===== src/hdl/ttm_pkg.sv =====
// Package: types, constants and state codes of the timer multiplexer.
package ttm_pkg;

	localparam int unsigned SLOTS_DEFAULT = 16;
	localparam logic [15:0] CAP_INTERVAL = 16'hfff0;

	typedef enum logic [1:0] {
		MODE_START   = 2'd0,
		MODE_RESTART = 2'd1,
		MODE_STOP    = 2'd2,
		MODE_TICK    = 2'd3
	} mode_t;

	typedef enum logic [1:0] {
		ST_OK        = 2'd0,
		ST_FULL      = 2'd1,
		ST_NOT_FOUND = 2'd2
	} status_t;

	typedef enum logic [3:0] {
		S_IDLE,
		S_FIND,
		S_FIND_CHK,
		S_LAST_RD,
		S_MOVE,
		S_AGE_RD,
		S_AGE_DO,
		S_FIRE,
		S_APPEND,
		S_RELOAD_RD,
		S_RELOAD,
		S_MIN_RD,
		S_MIN_DO,
		S_STATUS
	} state_t;

	typedef struct packed {
		logic [1:0]  mode;
		logic [5:0]  timer_id;
		logic [31:0] period;
		logic [1:0]  timer_kind;
		logic [15:0] elapsed;
	} cmd_t;

	typedef struct packed {
		logic        kind;
		logic [5:0]  fired_id;
		logic        deferred_dispatch;
		logic        reloaded;
		logic [1:0]  status;
		logic [15:0] next_period;
		logic        timer_enabled;
		logic [31:0] local_time;
		logic        last;
	} res_t;

endpackage


===== src/hdl/ttm_if.sv =====
// Interfaces: valid/ready channels for commands and results.
interface ttm_cmd_if;
	logic valid;
	logic ready;
	ttm_pkg::cmd_t data;
	modport source (output valid, output data, input ready);
	modport sink (input valid, input data, output ready);
endinterface

interface ttm_res_if;
	logic valid;
	logic ready;
	ttm_pkg::res_t data;
	modport source (output valid, output data, input ready);
	modport sink (input valid, input data, output ready);
endinterface


===== src/hdl/tickless_timer_multiplexer.sv =====
// Top level: timer table with a sequencer that ages, removes and searches entries one at a time.
//
//  channel | direction | payload
//  cmd     | in        | mode, timer_id, period, timer_kind, elapsed
//  res     | out       | kind, fired_id, deferred_dispatch, reloaded, status,
//          |           | next_period, timer_enabled, local_time, last
//
// A command is taken in idle; for restart and stop the id search then visits the
// entries in order. Ageing visits every entry but the restart target, a fired
// one-shot has the last entry moved over it, and the command ends with append,
// restart reload, minimum search and a status result. Fire and status wait on output.
// Reset clears the entry count, interval, local time and enable flag; the table
// holds no reset. Output stalls hold the sequencer at the result in flight.
module tickless_timer_multiplexer #(
	parameter int unsigned SLOTS = ttm_pkg::SLOTS_DEFAULT
) (
	input  logic clk,
	input  logic arst_n,
	ttm_cmd_if.sink   cmd,
	ttm_res_if.source res
);

	localparam int unsigned IW = (SLOTS > 1) ? $clog2(SLOTS) : 1;
	localparam int unsigned CW = $clog2(SLOTS + 1);

	// Table memory: one write and one registered read port
	logic [5:0]  mem_id   [SLOTS];
	logic [31:0] mem_rem  [SLOTS];
	logic [31:0] mem_per  [SLOTS];
	logic [1:0]  mem_kind [SLOTS];

	logic          we;
	logic [IW-1:0] waddr, raddr;
	logic [5:0]    wid;
	logic [31:0]   wrem, wper;
	logic [1:0]    wkind;
	logic [5:0]    rd_id_q;
	logic [31:0]   rd_rem_q, rd_per_q;
	logic [1:0]    rd_kind_q;

	always_ff @(posedge clk) begin
		if (we) begin
			mem_id[waddr]   <= wid;
			mem_rem[waddr]  <= wrem;
			mem_per[waddr]  <= wper;
			mem_kind[waddr] <= wkind;
		end
		rd_id_q   <= mem_id[raddr];
		rd_rem_q  <= mem_rem[raddr];
		rd_per_q  <= mem_per[raddr];
		rd_kind_q <= mem_kind[raddr];
	end

	ttm_pkg::state_t state_q, state_d;
	ttm_pkg::cmd_t   cmd_q;
	logic [CW-1:0]   count_q, count_d;
	logic [15:0]     interval_q, interval_d;
	logic [31:0]     time_q, time_d;
	logic            on_q, on_d;
	logic [CW-1:0]   i_q, i_d;
	logic [CW-1:0]   skip_q, skip_d;
	logic            has_skip_q, has_skip_d;
	logic            stop_move_q, stop_move_d;
	logic [15:0]     age_q, age_d;
	logic [15:0]     min_q, min_d;
	logic [1:0]      st_q, st_d;
	logic [CW-1:0]   lastidx;
	logic            rem_le;
	logic [15:0]     min_next;

	assign lastidx = count_q - CW'(1);
	assign rem_le = rd_rem_q <= {16'd0, age_q};
	assign min_next = (rd_rem_q < {16'd0, min_q}) ? rd_rem_q[15:0] : min_q;

	// Next state and datapath updates
	always_comb begin
		state_d = state_q;
		count_d = count_q; interval_d = interval_q; time_d = time_q; on_d = on_q;
		i_d = i_q; skip_d = skip_q; has_skip_d = has_skip_q;
		stop_move_d = stop_move_q;
		age_d = age_q; min_d = min_q; st_d = st_q;
		case (state_q)
			ttm_pkg::S_IDLE: begin
				if (cmd.valid) begin
					i_d = '0; has_skip_d = 1'b0; stop_move_d = 1'b0;
					st_d = ttm_pkg::ST_OK;
					case (cmd.data.mode)
						ttm_pkg::MODE_START: begin
							if (32'(count_q) >= 32'(SLOTS)) begin
								st_d = ttm_pkg::ST_FULL;
								state_d = ttm_pkg::S_STATUS;
							end else begin
								interval_d = cmd.data.elapsed;
								age_d = cmd.data.elapsed;
								state_d = ttm_pkg::S_AGE_RD;
							end
						end
						ttm_pkg::MODE_TICK: begin
							age_d = interval_q;
							state_d = ttm_pkg::S_AGE_RD;
						end
						default: state_d = ttm_pkg::S_FIND;
					endcase
				end
			end
			ttm_pkg::S_FIND: begin
				if (i_q >= count_q) begin
					st_d = ttm_pkg::ST_NOT_FOUND;
					state_d = ttm_pkg::S_STATUS;
				end else state_d = ttm_pkg::S_FIND_CHK;
			end
			ttm_pkg::S_FIND_CHK: begin
				if (rd_id_q == cmd_q.timer_id) begin
					interval_d = cmd_q.elapsed;
					age_d = cmd_q.elapsed;
					if (cmd_q.mode == ttm_pkg::MODE_STOP) begin
						// Drop the target, move the last entry over it unless it is the last
						count_d = lastidx;
						if (i_q < lastidx) begin
							stop_move_d = 1'b1;
							state_d = ttm_pkg::S_LAST_RD;
						end else begin
							i_d = '0;
							state_d = ttm_pkg::S_AGE_RD;
						end
					end else begin
						skip_d = i_q; has_skip_d = 1'b1;
						i_d = '0;
						state_d = ttm_pkg::S_AGE_RD;
					end
				end else begin
					i_d = i_q + CW'(1);
					state_d = ttm_pkg::S_FIND;
				end
			end
			ttm_pkg::S_LAST_RD: state_d = ttm_pkg::S_MOVE;
			ttm_pkg::S_MOVE: begin
				// Stop ages from the first entry; ageing revisits the refilled slot
				if (stop_move_q) begin
					i_d = '0;
					stop_move_d = 1'b0;
				end
				state_d = ttm_pkg::S_AGE_RD;
			end
			ttm_pkg::S_AGE_RD: begin
				if (i_q >= count_q) begin
					time_d = time_q + {16'd0, age_q};
					case (cmd_q.mode)
						ttm_pkg::MODE_START: state_d = ttm_pkg::S_APPEND;
						ttm_pkg::MODE_RESTART: state_d = ttm_pkg::S_RELOAD_RD;
						default: begin
							i_d = '0;
							state_d = ttm_pkg::S_MIN_RD;
						end
					endcase
				end else if (has_skip_q && i_q == skip_q) begin
					i_d = i_q + CW'(1);
				end else state_d = ttm_pkg::S_AGE_DO;
			end
			ttm_pkg::S_AGE_DO: begin
				if (rem_le) state_d = ttm_pkg::S_FIRE;
				else begin
					i_d = i_q + CW'(1);
					state_d = ttm_pkg::S_AGE_RD;
				end
			end
			ttm_pkg::S_FIRE: begin
				if (res.ready) begin
					if (rd_kind_q[0]) begin
						i_d = i_q + CW'(1);
						state_d = ttm_pkg::S_AGE_RD;
					end else begin
						count_d = lastidx;
						if (has_skip_q && skip_q == lastidx && i_q < lastidx)
							skip_d = i_q;
						if (i_q < lastidx) state_d = ttm_pkg::S_LAST_RD;
						else state_d = ttm_pkg::S_AGE_RD;
					end
				end
			end
			ttm_pkg::S_APPEND: begin
				count_d = count_q + CW'(1);
				on_d = 1'b1;
				i_d = '0;
				state_d = ttm_pkg::S_MIN_RD;
			end
			ttm_pkg::S_RELOAD_RD: state_d = ttm_pkg::S_RELOAD;
			ttm_pkg::S_RELOAD: begin
				i_d = '0;
				state_d = ttm_pkg::S_MIN_RD;
			end
			ttm_pkg::S_MIN_RD: begin
				min_d = ttm_pkg::CAP_INTERVAL;
				if (count_q == '0) begin
					on_d = 1'b0;
					state_d = ttm_pkg::S_STATUS;
				end else state_d = ttm_pkg::S_MIN_DO;
			end
			ttm_pkg::S_MIN_DO: begin
				if (i_q + CW'(1) >= count_q) begin
					interval_d = min_next;
					state_d = ttm_pkg::S_STATUS;
				end else begin
					min_d = min_next;
					i_d = i_q + CW'(1);
				end
			end
			ttm_pkg::S_STATUS: begin
				if (res.ready) state_d = ttm_pkg::S_IDLE;
			end
			default: state_d = ttm_pkg::S_IDLE;
		endcase
	end

	// Table port control
	always_comb begin
		we = 1'b0;
		waddr = i_q[IW-1:0];
		raddr = i_q[IW-1:0];
		wid = rd_id_q; wrem = rd_rem_q; wper = rd_per_q; wkind = rd_kind_q;
		case (state_q)
			ttm_pkg::S_AGE_DO: begin
				if (!rem_le) begin
					we = 1'b1;
					wrem = rd_rem_q - {16'd0, age_q};
				end
			end
			ttm_pkg::S_FIRE: begin
				if (res.ready && rd_kind_q[0]) begin
					we = 1'b1;
					wrem = rd_per_q;
				end
			end
			ttm_pkg::S_LAST_RD: raddr = count_q[IW-1:0];
			ttm_pkg::S_MOVE: we = 1'b1;
			ttm_pkg::S_APPEND: begin
				we = 1'b1;
				waddr = count_q[IW-1:0];
				wid = cmd_q.timer_id; wrem = cmd_q.period;
				wper = cmd_q.period; wkind = cmd_q.timer_kind;
			end
			ttm_pkg::S_RELOAD_RD: raddr = skip_q[IW-1:0];
			ttm_pkg::S_RELOAD: begin
				we = 1'b1;
				waddr = skip_q[IW-1:0];
				wrem = rd_per_q;
			end
			ttm_pkg::S_MIN_DO: begin
				if (i_q + CW'(1) < count_q) raddr = IW'(i_q + CW'(1));
			end
			default: ;
		endcase
	end

	// Registers
	always_ff @(posedge clk or negedge arst_n) begin
		if (!arst_n) begin
			state_q <= ttm_pkg::S_IDLE;
			count_q <= '0; interval_q <= '0; time_q <= '0; on_q <= 1'b0;
			i_q <= '0; skip_q <= '0; has_skip_q <= 1'b0; stop_move_q <= 1'b0;
		end else begin
			state_q <= state_d;
			count_q <= count_d; interval_q <= interval_d; time_q <= time_d;
			on_q <= on_d; i_q <= i_d; skip_q <= skip_d; has_skip_q <= has_skip_d;
			stop_move_q <= stop_move_d;
		end
	end

	// Hold the command and the working values of the sequencer
	always_ff @(posedge clk) begin
		age_q <= age_d; min_q <= min_d; st_q <= st_d;
		if (state_q == ttm_pkg::S_IDLE && cmd.valid) cmd_q <= cmd.data;
	end

	// Result and handshake outputs
	always_comb begin
		cmd.ready = (state_q == ttm_pkg::S_IDLE);
		res.valid = (state_q == ttm_pkg::S_FIRE) || (state_q == ttm_pkg::S_STATUS);
		res.data = '0;
		if (state_q == ttm_pkg::S_FIRE) begin
			res.data.fired_id = rd_id_q;
			res.data.deferred_dispatch = rd_kind_q[1];
			res.data.reloaded = rd_kind_q[0];
		end else begin
			res.data.kind = 1'b1;
			res.data.last = 1'b1;
			res.data.status = st_q;
			res.data.timer_enabled = on_q;
			res.data.next_period = on_q ? interval_q : 16'd0;
			res.data.local_time = time_q;
		end
	end

endmodule


===== src/flat_wrapper.sv =====
// flat-port wrapper written by rule: the top's interface ports become plain ports
module tickless_timer_multiplexer_flat 
#(
	parameter int unsigned SLOTS = ttm_pkg::SLOTS_DEFAULT
)
  (clk, arst_n, cmd_valid, cmd_data, cmd_ready, res_valid, res_data, res_ready);
  ttm_cmd_if cmd_i ();
  ttm_res_if res_i ();
  input  logic clk;
  input  logic arst_n;
  input wire logic [$bits(cmd_i.valid)-1:0] cmd_valid;
  input wire logic [$bits(cmd_i.data)-1:0] cmd_data;
  output wire logic [$bits(cmd_i.ready)-1:0] cmd_ready;
  output wire logic [$bits(res_i.valid)-1:0] res_valid;
  output wire logic [$bits(res_i.data)-1:0] res_data;
  input wire logic [$bits(res_i.ready)-1:0] res_ready;
  assign cmd_i.valid = cmd_valid;
  assign cmd_i.data = cmd_data;
  assign cmd_ready = cmd_i.ready;
  assign res_valid = res_i.valid;
  assign res_data = res_i.data;
  assign res_i.ready = res_ready;
  tickless_timer_multiplexer #(.SLOTS(SLOTS)) u_core (.clk(clk), .arst_n(arst_n), .cmd(cmd_i), .res(res_i));
endmodule

===== config.mk =====
export PLATFORM = sky130hd
export DESIGN_NAME = tickless_timer_multiplexer_flat
export DESIGN_NICKNAME = d
export VERILOG_FILES = /design/src/hdl/ttm_pkg.sv /design/src/hdl/ttm_if.sv /design/src/hdl/tickless_timer_multiplexer.sv /design/src/flat_wrapper.sv
export SDC_FILE = /design/constraint.sdc
export NUM_CORES = 2
export LEC_CHECK = 0
export BUFFER_PORTS_ARGS = -buffer_cell sky130_fd_sc_hd__buf_4
export CORE_ASPECT_RATIO = 0.5
export CORE_MARGIN = 3
export CORE_UTILIZATION = 25
export CTS_BUF_LIST = sky130_fd_sc_hd__clkbuf_8 sky130_fd_sc_hd__clkbuf_16
export CTS_CLUSTER_DIAMETER = 30
export CTS_CLUSTER_SIZE = 25
export DETAILED_ROUTE_END_ITERATION = 10
export PLACE_DENSITY = 0.39
export SLEW_MARGIN = 20
export SYNTH_ARGS = -nofsm -noshare
export SYNTH_HDL_FRONTEND = slang
export SYNTH_SLANG_ARGS = --single-unit

===== constraint.sdc =====
create_clock -name clk -period 10.8 [get_ports clk]
set_input_delay 2.16 -clock clk [delete_from_list [all_inputs] [get_ports clk]]
set_output_delay 2.16 -clock clk [all_outputs]
set_load 0.02 [all_outputs]

==> metrics <==
outcome=finished, final reports clean; Post-Syn Area per Cell=17.77 um2; Multi-input gate area=16120 um2; Final Critical Period=5777 ps; router iterations before antenna repair=5; maximum clock insertion buffer count=4; cts bufs inserted=267; worst setup margin=5023 ps; largest net degree at the start of global routing=83; CTS tree=built; ys async rst share=5.051%; H-tree Lvls=5; # resized after CTS=0; switching share of power=33.39%; Max Freq=173.1 MHz; Synth Flop Type=edfxtp_1; grt met3 use=3.349%; hold buffer count at CTS=0; Core ar.=226700 um2; sequential area share after synthesis=70.55%; Placement Setup Slack=4900 ps; Pwr per Cell Area=329.2 nW/um2; DR WL/cell=26.14 um; vias in the first global route=32.99k; final setup skew=79.44 ps; Area growth syn-to-layout=23.89%; global route overflow=0; worst-margin pin slew=1088 ps; Crit Path Max Fanout=33; critical path class=flip-flop to flip-flop; I/O pins=125; dpl hpwl=107200 um; P_sw=0.007827 W; Die Y=345.0 um; Reg clk slew, reported paths=40 ps; Gate Count Post-Synth=3234; Synth area leader=edfxtp_1; routability cong.=0.7775; Critical Path RT=11200 ps; final period utilization=53.50%; final hold violation count=0; Vias=31.47k; first-pass GRT wire length=253400 um; gr busiest metal=met2; Initial Util=25.35%; Final ANT Viol Nets=0; Yosys cell types=87; Leak=23.97 nW; non-filler cells, final=6834; Hold Crit Start=u_core.time_q[31]$_DFFE_PN0P_; chip width=684.1 um; initial antenna violation count=8; Row Count=123; DRC viols=0; mapped cell area=57470 um2; grt met2 use=22.45%; Flop pwr share=34.7%; hold crit path type=flip-flop to flip-flop; Warnings, synthesis=0; top post-synthesis cells by area=edfxtp_1 (65%), mux4_2 (11%), mux2i_1 (4.4%); FF+latch area=40550 um2; clock sink count=1386; Via-to-Cell Ratio=4.605; Peak VDD IR=0.0002718 V; clock power share=34.2%; CP startpoint kind=flip-flop; nets=3698; Yosys top cell area share=65.00%; synthesized flop and latch total=1386; cell count after placement=6358; net count after synthesis=3366; CP arrival=6170 ps; final WL=178700 um; RSZ-0062 raised after global routing=no; most common cell in the synthesized netlist=edfxtp_1; worst hold slack=458.3 ps; postcts setup bufs=0; filler instances=22.04k; met1 Usage GRT=21.35%; number of synthesized flops with an enable pin=1244; internal power=0.01561 W; total of max-cap violations=0; Comb pwr share=31.1%; CP Capture Type=flip-flop; layout cells sized above 1=26.50%; worst-skew pair later-pin latency=810 ps; drt initial violations=2792; total die area=236000 um2; Synth top cells by count=edfxtp_1 (1244), mux4_2 (288), nand2_1 (275); Final Core Density=31.41%; PortBufs=124; Slew headroom=26.65%; Root Buffer Master=clkbuf_16; gr usage total=14.82%; final setup TNS=0 ps; R2R Path Start=u_core.age_q[0]$_DFFE_PP_; Slew Viols, Final=0; worst setup path start=u_core.age_q[0]$_DFFE_PP_; # setup viols final=0
[logic make-up (layout without fill, tap and decap cells)]
family,count (synthesis),count (layout),synth area share (%)
flops,1386,1386,70.55
simple gates,566,566,4.561
mux,558,558,16.02
compound gates,360,360,4.332
buf+inv,227,763,1.959
fa+ha+maj,70,70,1.550
xor+xnor,67,67,1.021
other cells,0,2,0
[worst max-delay path, cell delays in order, from the launching register on]
cell	delay [ps]
edfxtp_1	430
ha_1	260
fa_1	400
nand2b_1	180
a211oi_1	350
nor2_1	180
o31ai_4	520
o211ai_2	360
a21boi_0	360
nand2_1	310
nor2_4	770
buf_4	540
buf_4	660
[path summary, 6_finish.rpt]
kind,depth (start not counted),slack (ps),end
setup / recovery,12,5020,u_core.mem_rem[6][1]$_DFFE_PP_
hold / removal,1,460,u_core.time_q[31]$_DFFE_PN0P_
setup reg to reg,12,5020,u_core.mem_rem[6][1]$_DFFE_PP_
hold reg to reg,1,460,u_core.time_q[31]$_DFFE_PN0P_
max in group asynchronous,2,8660,u_core.interval_q[6]$_DFFE_PN0P_
min in group asynchronous,1,1220,u_core.time_q[31]$_DFFE_PN0P_
[cell usage in the layout (no fill, tap or decap), types with 14 or more instances in the layout]
master         n
buf_4        213
clkinvlp_4    29
nor2_4        18
inv_1        119
and2_1        42
o21ai_0       85
mux4_2       288
dfrtp_1       70
ha_1          68
clkbuf_16    276
clkinv_1      20
o211ai_1      14
clkinv_2      26
and3_1        25
o21a_1        16
clkinv_4      24
nor3_1        22
nand2b_1      20
xor2_1        36
mux2i_1      253
nor2_1        81
a21o_1        26
nand2_1      274
edfxtp_1    1244
xnor2_1       31
bufinv_16     23
a21oi_1       73
dfxtp_1       72
[power groups by stage]
stage | registers (W) | clock network [W] | logic [W]
after CTS | 0.00813 | 0.00822 | 0.00743
after global routing | 0.00818 | 0.00850 | 0.00797
after floorplan | 0.00794 | 0 | 0.00500
after detailed placement | 0.00823 | 0 | 0.00741
after global placement | 0.00822 | 0 | 0.00734
final | 0.00814 | 0.00802 | 0.00729
[area by class of cell]
class                           instances  share of cell area, %
Multi-Input combinational cell       1621                  22.64
Clock buffer                          286                  9.893
Antenna cell                            2               0.007029
Inverter                               71                 0.3743
Clock inverter                        187                  2.377
Tap cell                             3062                  5.380
Timing Repair Buffer                  219                  2.384
Sequential cell                      1386                  56.95
[routing by layer]
metal  up-vias  routed length, um
met5         -                  0
met4         0               3805
met2       907              79550
met3       251              10620
li1      13670                  -
met1     16650              84680
[state kept, by name, indices dropped and copies added (netlist names), 6 cells and up]
name / count
u_core.cmd_q: 58
u_core.rd_rem_q: 32
u_core.rd_per_q: 32
u_core.min_q: 16
u_core.mem_id: 96
u_core.mem_per: 512
u_core.mem_rem: 512
u_core.mem_kind: 32
u_core.age_q: 16
u_core.interval_q: 16
u_core.rd_id_q: 6
u_core.time_q: 32
[metrics by stage]
stage	power, W	area (um2)
floorplan	0.01294	57470
global placement	0.01556	62350
detailed placement	0.01564	62420
CTS	0.02379	71160
global route	0.02465	71200
finish	0.02344	71210
Power figures use the tool's default switching activity.
